**config.mk**
```make
export PLATFORM = sky130hd
export DESIGN_NAME = sto_cell
export DESIGN_NICKNAME = d
export VERILOG_FILES = /design/src/design/sto_pkg.sv /design/src/design/sto_cell.sv
export SDC_FILE = /design/constraint.sdc
export NUM_CORES = 1
export LEC_CHECK = 0
export BUFFER_PORTS_ARGS = -buffer_cell sky130_fd_sc_hd__buf_2
export CORE_AREA = 4 4 157 159
export CTS_BUF_LIST = sky130_fd_sc_hd__clkbuf_2
export DETAILED_ROUTE_END_ITERATION = 6
export DIE_AREA = 0 0 161 163
export GPL_TIMING_DRIVEN = 1
export PLACE_DENSITY = 0.64
export SKIP_LAST_GASP = 1
export SLEW_MARGIN = 0
export SYNTH_ARGS = -nofsm -noshare
export SYNTH_HDL_FRONTEND = slang
export SYNTH_SLANG_ARGS = --single-unit
```
**constraint.sdc**
```tcl
create_clock -name clock -period 4.55 [get_ports clock]
set_input_delay 0.2275 -clock clock [delete_from_list [all_inputs] [get_ports clock]]
set_output_delay 0.2275 -clock clock [all_outputs]
set_load 0.1 [all_outputs]
```
**src/design/sto_pkg.sv**
```systemverilog
// Shared types and codes of the sorted timeout queue.
// Depends on nothing; every other design file imports it.
`default_nettype none

package sto_pkg;

   // Request action codes
   typedef enum logic [1:0] {
      ACT_INSERT = 2'd0,
      ACT_CANCEL = 2'd1,
      ACT_FIRE   = 2'd2,
      ACT_QUERY  = 2'd3
   } action_type;

   // Response status codes
   typedef enum logic [1:0] {
      STAT_OK        = 2'd0,
      STAT_FULL      = 2'd1,
      STAT_NOT_FOUND = 2'd2,
      STAT_NONE      = 2'd3
   } status_type;

   // Command broadcast to every cell of the chain
   typedef enum logic [2:0] {
      OP_HOLD,
      OP_INSERT,
      OP_DROP,
      OP_COMPACT,
      OP_POP
   } cell_op_type;

   typedef enum logic [2:0] {
      ST_IDLE,
      ST_INS_SUM,
      ST_INS_PLACE,
      ST_CANCEL,
      ST_COMPACT,
      ST_FIRE,
      ST_QUERY
   } state_type;

   localparam int TIME_BITS   = 64;
   localparam int TAG_W       = 16;
   localparam int HANDLE_BITS = 4;

   typedef struct packed {
      cell_op_type          op;
      logic [TIME_BITS-1:0] when;
      logic [TIME_BITS-1:0] now;
   } cell_ctrl_type;

endpackage

`default_nettype wire

```
**src/design/sto_cell.sv**
```systemverilog
// One cell of the sorted timeout chain: holds one entry and trades it with its neighbors.
// Depends on sto_pkg.
`default_nettype none

module sto_cell import sto_pkg::*; #(
   parameter int TAG_BITS  = 16,
   parameter int SLOT_BITS = 4
) (
   input  logic                 clock,
   input  logic                 reset,
   input  cell_ctrl_type        ctrl,
   input  logic [TAG_BITS-1:0]  new_tag,
   input  logic [SLOT_BITS-1:0] new_slot,
   input  logic [SLOT_BITS-1:0] drop_slot,
   input  logic                 left_valid,
   input  logic                 left_stay,
   input  logic [TIME_BITS-1:0] left_deadline,
   input  logic [TAG_BITS-1:0]  left_tag,
   input  logic [SLOT_BITS-1:0] left_slot,
   input  logic                 right_valid,
   input  logic [TIME_BITS-1:0] right_deadline,
   input  logic [TAG_BITS-1:0]  right_tag,
   input  logic [SLOT_BITS-1:0] right_slot,
   output logic                 valid,
   output logic                 stay,
   output logic                 due,
   output logic [TIME_BITS-1:0] deadline,
   output logic [TAG_BITS-1:0]  tag,
   output logic [SLOT_BITS-1:0] slot
);

   logic                 valid_ff, valid_in;
   logic [TIME_BITS-1:0] deadline_ff, deadline_in;
   logic [TAG_BITS-1:0]  tag_ff, tag_in;
   logic [SLOT_BITS-1:0] slot_ff, slot_in;

   assign stay = valid_ff && (deadline_ff < ctrl.when);
   assign due  = valid_ff && (deadline_ff <= ctrl.now);

   always_comb begin
      valid_in    = valid_ff;
      deadline_in = deadline_ff;
      tag_in      = tag_ff;
      slot_in     = slot_ff;
      case (ctrl.op)
         OP_INSERT: begin
            // earlier deadlines hold, the new entry lands at the boundary, the rest shift right
            if (!stay) begin
               if (left_stay) begin
                  valid_in    = 1'b1;
                  deadline_in = ctrl.when;
                  tag_in      = new_tag;
                  slot_in     = new_slot;
               end else begin
                  valid_in    = left_valid;
                  deadline_in = left_deadline;
                  tag_in      = left_tag;
                  slot_in     = left_slot;
               end
            end
         end
         OP_DROP: begin
            if (valid_ff && (slot_ff == drop_slot)) begin
               valid_in = 1'b0;
            end
         end
         OP_COMPACT: begin
            // a hole pulls the right neighbor in; an entry next to a hole leaves
            if (!valid_ff) begin
               valid_in    = right_valid;
               deadline_in = right_deadline;
               tag_in      = right_tag;
               slot_in     = right_slot;
            end else if (!left_valid) begin
               valid_in = 1'b0;
            end
         end
         OP_POP: begin
            valid_in    = right_valid;
            deadline_in = right_deadline;
            tag_in      = right_tag;
            slot_in     = right_slot;
         end
         default: begin
         end
      endcase
   end

   always_ff @(posedge clock) begin
      if (reset) begin
         valid_ff <= 1'b0;
      end else begin
         valid_ff <= valid_in;
      end
   end

   always_ff @(posedge clock) begin
      deadline_ff <= deadline_in;
      tag_ff      <= tag_in;
      slot_ff     <= slot_in;
   end

   assign valid    = valid_ff;
   assign deadline = deadline_ff;
   assign tag      = tag_ff;
   assign slot     = slot_ff;

endmodule

`default_nettype wire
```
# Yosys cells after proc, flatten, opt, wreduce, memory -nomap -nowiden
# Index checks and enable logic that the tools add are counted.
# totals
ff_bits	85
input_bits	328
out_inout_bits	87
wordCells	39
# op_classes
magnitude_cmp	2
eq_ne	8
muxes	18
n_reduce_logical	7
# op_table
cell	count
$mux 64	3
$pmux 64 s3	1
$le 64x64->1	1
$lt 64x64->1	1
$mux 16	3
$pmux 16 s3	1
$mux 4	3
$pmux 4 s3	1
$eq 3x2->1 const B	2
$ne 2x2->1 const B	3
$reduce_and 3->1	2
$mux 1	5
$eq 4x4->1	1
$pmux 1 s4	1
$reduce_bool 4->1	1
$eq 3x1->1 const B	1
$eq 3x3->1 const B	1
$logic_and 1x1->1	3
$reduce_bool 3->1	1

# Longest topological paths before layout
# depth
word_depth	4
depth_mapped	9
ltp_nobuf	9

# Worst setup path after synthesis
# OpenSTA, ideal clock, no wires.
# synth_path
kind	register -> register
from	reg deadline_ff[63], in the netlist deadline[63]
to	reg deadline_ff[0], in the netlist deadline[0] (enable)
setup_ns	0.461
arrival_ns	4.684
t_required_ns	4.089
setup_slack_ns	-0.595
path_stages_with_launch	8
n_path_buf	0
synth_period_minus_slack_ns	5.145
path_cell_list	edfxtp_1 -> ha_1 -> nand3_1 -> or4_1 -> nor4_1 -> o211ai_1 -> nand3_1 -> a311o_1
# synth_between
elab_chain_cells	4
# synth_rtl
element	line	text
start: declaration	sto_cell.sv:33	logic [TIME_BITS-1:0] deadline_ff, deadline_in;
start signal: assignment	sto_cell.sv:98	deadline_ff <= deadline_in;
$lt 64x64->1	sto_cell.sv:37	assign stay = valid_ff && (deadline_ff < ctrl.when);
$logic_and 1x1->1	sto_cell.sv:37	
$ne 2x2->1 (no source line)	-	
$reduce_and 3->1 (no source line)	-	
# No other way between the ends.
# A chain may end at the register's enable or synchronous reset.

# Worst setup path after layout
# layout_path
from	reg deadline_ff[43], in the netlist deadline[43]
to	out due
# layout_between
elab_chain_cells	2
# layout_rtl
element	line	text
$le 64x64->1	sto_cell.sv:38	assign due = valid_ff && (deadline_ff <= ctrl.now);
$logic_and 1x1->1	sto_cell.sv:38	
end: declaration	sto_cell.sv:26	output logic due,
# No other way between the ends.

==> summary.md <==
| Metric | Value |
|---|---|
| Yosys top cell area share | `33.0%` |
| Reg2Reg Depth | `9` |
| Post-route DRC violation count | `0` |
| Final HPWL from detailed placement | `22,300 um` |
| DRT Pass-1 Iters | `5` |
| Overall routing resource usage | `20.9%` |
| Vias per inst | `4.75` |
| # H-tree levels | `3` |
| Pin slew with the least headroom to its limit | `0.686 ns` |
| Initial antenna violation count | `2` |
| Post-synthesis sequential area ratio | `33.3%` |
| Max-slew violations | `0` |
| Post-synth top cells | `inv_1 (136), ha_1 (127), a21oi_1 (125)` |
| Vias | `8,268` |
| Max-slew headroom | `54.3%` |
| Cts bufs inserted | `9` |
| Top cells by area, synth | `edfxtp_1 (33%), ha_1 (21%), mux2i_1 (11%)` |
| Max Freq | `0.245 GHz` |
| Global-route wire length before repair | `43,900 um` |
| Crit Path Category | `reg2out` |
| Area Growth Syn to Fin | `55.1%` |
| Setup bufs post-CTS | `0` |
| Synthesis Warnings | `0` |
| Clk root buf | `clkbuf_2` |
| Port bufs | `414` |
| Worst-path fanout max | `3` |
| EDFF count, synth | `84` |
| Power per cell area | `241 mW/mm^2` |
| Drt total wl | `28,600 um` |
| Post-Layout Cell Count | `1,739` |
| Sw frac | `45.3%` |
| Post-Synthesis Cells | `849` |
| Outcome | `complete, no violations` |
| Placed cells | `1,558` |
| Synthesis-stage register bit count | `85` |
| Initial Util | `32.8%` |
| FP Rows | `56` |
| FFs w/ async S/R, synth | `0%` |
| Syn nets | `1,304` |
| Worst Hold Margin | `0.0910 ns` |
| GRT overflow | `0` |
| Max Cap Violations | `0` |
| Peak supply drop | `123 uV` |
| Pin count of the biggest net entering global routing | `169` |
| Tcrit/Tclk final | `89.7%` |
| Distinct cells, synth | `48` |
| Top_reg_cell synth | `edfxtp_1` |
| Clock network power share | `14.6%` |
| FF/Latch Area | `0.00254 mm^2` |
| Top-count cell post-synth | `inv_1` |
| Die X-Extent | `161 um` |
| Drt initial violations | `324` |
| Final layout net count | `1,868` |
| Crit path DAT | `3.85 ns` |
| Filler instances | `2,220` |
| Final setup violation count | `0` |
| Top-Level Pins | `415` |
| Die area | `0.0262 mm^2` |
| Clock Latency Late Sink | `0.61 ns` |
| Die H | `163 um` |
| Area of the multi-input gates | `0.00449 mm^2` |
| Post-CTS Hold Buffers | `160` |
| Setup repair after global routing missed its margin | `no` |
| Clk sinks | `85` |
| Critical path capture point type | `primary output` |
| Hold/Removal Path Class | `in2reg` |
| RR Endpoint | `slot[3]` |
| Cell taking the most area after synthesis | `edfxtp_1` |
| Tmin final | `4.08 ns` |
| Setup TNS | `0 ns` |
| Worst Setup SP | `deadline[43]` |
| Leak pwr | `6.14 nW` |
| Share of cells above drive strength 1 | `31.0%` |
| Vias in the first global route | `8,650` |
| TritonCTS clock tree | `yes` |
| Final antenna-violating net count | `0` |
| R2R Setup Slk | `1.08 ns` |
| Setup Skew | `0.0553 ns` |
| Final Hold Fails | `0` |
| Placer Congestion | `0.868` |
| CTS max path bufs | `2` |
| Clock slew at reported path FFs | `0.27 ns` |
| Critical Path RT | `4.32 ns` |
| Netlist Area Pre-Place | `0.00764 mm^2` |
| Synth Area per Inst | `9.00 um^2` |
| Startpoint types | `flip-flop` |
| Internal | `0.00156 W` |
| Logic gate share of total power | `49.9%` |
| Post_cts resized | `0` |
| Worst reg2reg path startpoint | `deadline[14]` |
| Psw | `0.00129 W` |
| CP endpoint | `due` |
| Core Box Area | `0.0233 mm^2` |
| Avg WL per Cell | `16.4 um` |
| Reg power frac | `35.5%` |
-- metrics by stage --
step                worst slack [ns]  area, um^2  util (%)  power (W)
finish                         0.468       11800      50.9    0.00285
global route                  0.0473       11800      50.9    0.00304
CTS                            0.273       11800      50.8    0.00288
detailed placement              1.03       10100      43.4    0.00229
global placement                1.05       10100      43.4    0.00227
floorplan                      0.515        7640         -    0.00191
-- worst max-delay path: stages, from the launching register on --
cell and delay (ns):
edfxtp_1 0.50, ha_1 0.32, nand4_1 0.13, nor3_1 0.23, nand3_1 0.15, or3_1 0.45, or4_1 0.60, nor4_1 0.29
o21bai_2 0.17, buf_2 0.46
-- metal layers --
| layer | up-vias | wire length (um) | GRT usage, % |
|---|---|---|---|
| met5 | - | 0 | 0 |
| met4 | 0 | 784 | 6.40 |
| met3 | 56 | 1680 | 4.88 |
| met2 | 300 | 14500 | 38.8 |
| met1 | 3748 | 11600 | 24.0 |
| li1 | 4164 | - | - |
-- layout by cell type (no fill, tap or decap), drive strengths merged, types with 3 or more instances in the layout --
cell	synthesis	routed
a2111oi	4	4
ha	127	127
nor4	3	3
dlygate4sd3	0	163
o21a	7	7
nor3	6	6
edfxtp	84	84
or4	4	4
o21ai	17	17
o211ai	5	5
nand2	25	25
a21oi	125	125
buf	6	419
nand2b	7	7
a211oi	4	4
a21o	15	15
nor2	97	97
nand4	24	24
clkbuf	23	9
a31oi	3	3
o21bai	3	3
mux2i	84	84
xor2	3	3
inv	136	142
nand3	10	10
nor2b	3	3
-- cells by family after synthesis --
group	share of synthesized area [%]
and+or+nand+nor	10.9
xor gates and xnor gates	0.459
AOI/OAI and AO/OA	15.5
muxes	11.0
DFF	33.3
adders and majority gates	20.8
buffers and inverters	8.11
-- sequential cells by signal, indices dropped and copies added, names as in the netlist --
signal / cells
valid: 1
tag: 16
deadline: 64
slot: 4
-- power by group through the flow --
stage | Sequential (W) | Clock, W | Combinational [W]
2_1_floorplan | 0.00148 | 0 | 0.000434
3_3_place_gp | 0.00103 | 0 | 0.00125
3_5_place_dp | 0.00103 | 0 | 0.00126
4_1_cts | 0.00101 | 0.000447 | 0.00142
5_1_grt | 0.00102 | 0.000480 | 0.00154
6_report | 0.00101 | 0.000417 | 0.00142
-- cell type report --
| class | count | area share (%) |
|---|---|---|
| Tap cell | 319 | 3.37 |
| Multi-Input combinational cell | 599 | 37.9 |
| Clock inverter | 7 | 0.528 |
| Clock buffer | 9 | 0.380 |
| Timing Repair Buffer | 582 | 32.0 |
| Antenna cell | 2 | 0.0422 |
| Inverter | 136 | 4.31 |
| Sequential cell | 85 | 21.5 |
-- worst min path at each step --
| stage | start | to | slack [ns] | depth (start not counted) |
|---|---|---|---|---|
| 2_1_floorplan | reset | valid | 0.33 | 1 |
| 3_3_place_gp | reset | valid | 0.45 | 2 |
| 3_5_place_dp | reset | valid | 0.46 | 2 |
| 4_1_cts | left_deadline[63] | deadline[63] | 0.0004 | 3 |
| 5_1_grt | left_deadline[35] | deadline[35] | 0.00007 | 3 |
| 6_report | left_deadline[44] | deadline[44] | 0.09 | 3 |
Power figures use the tool's default switching activity.
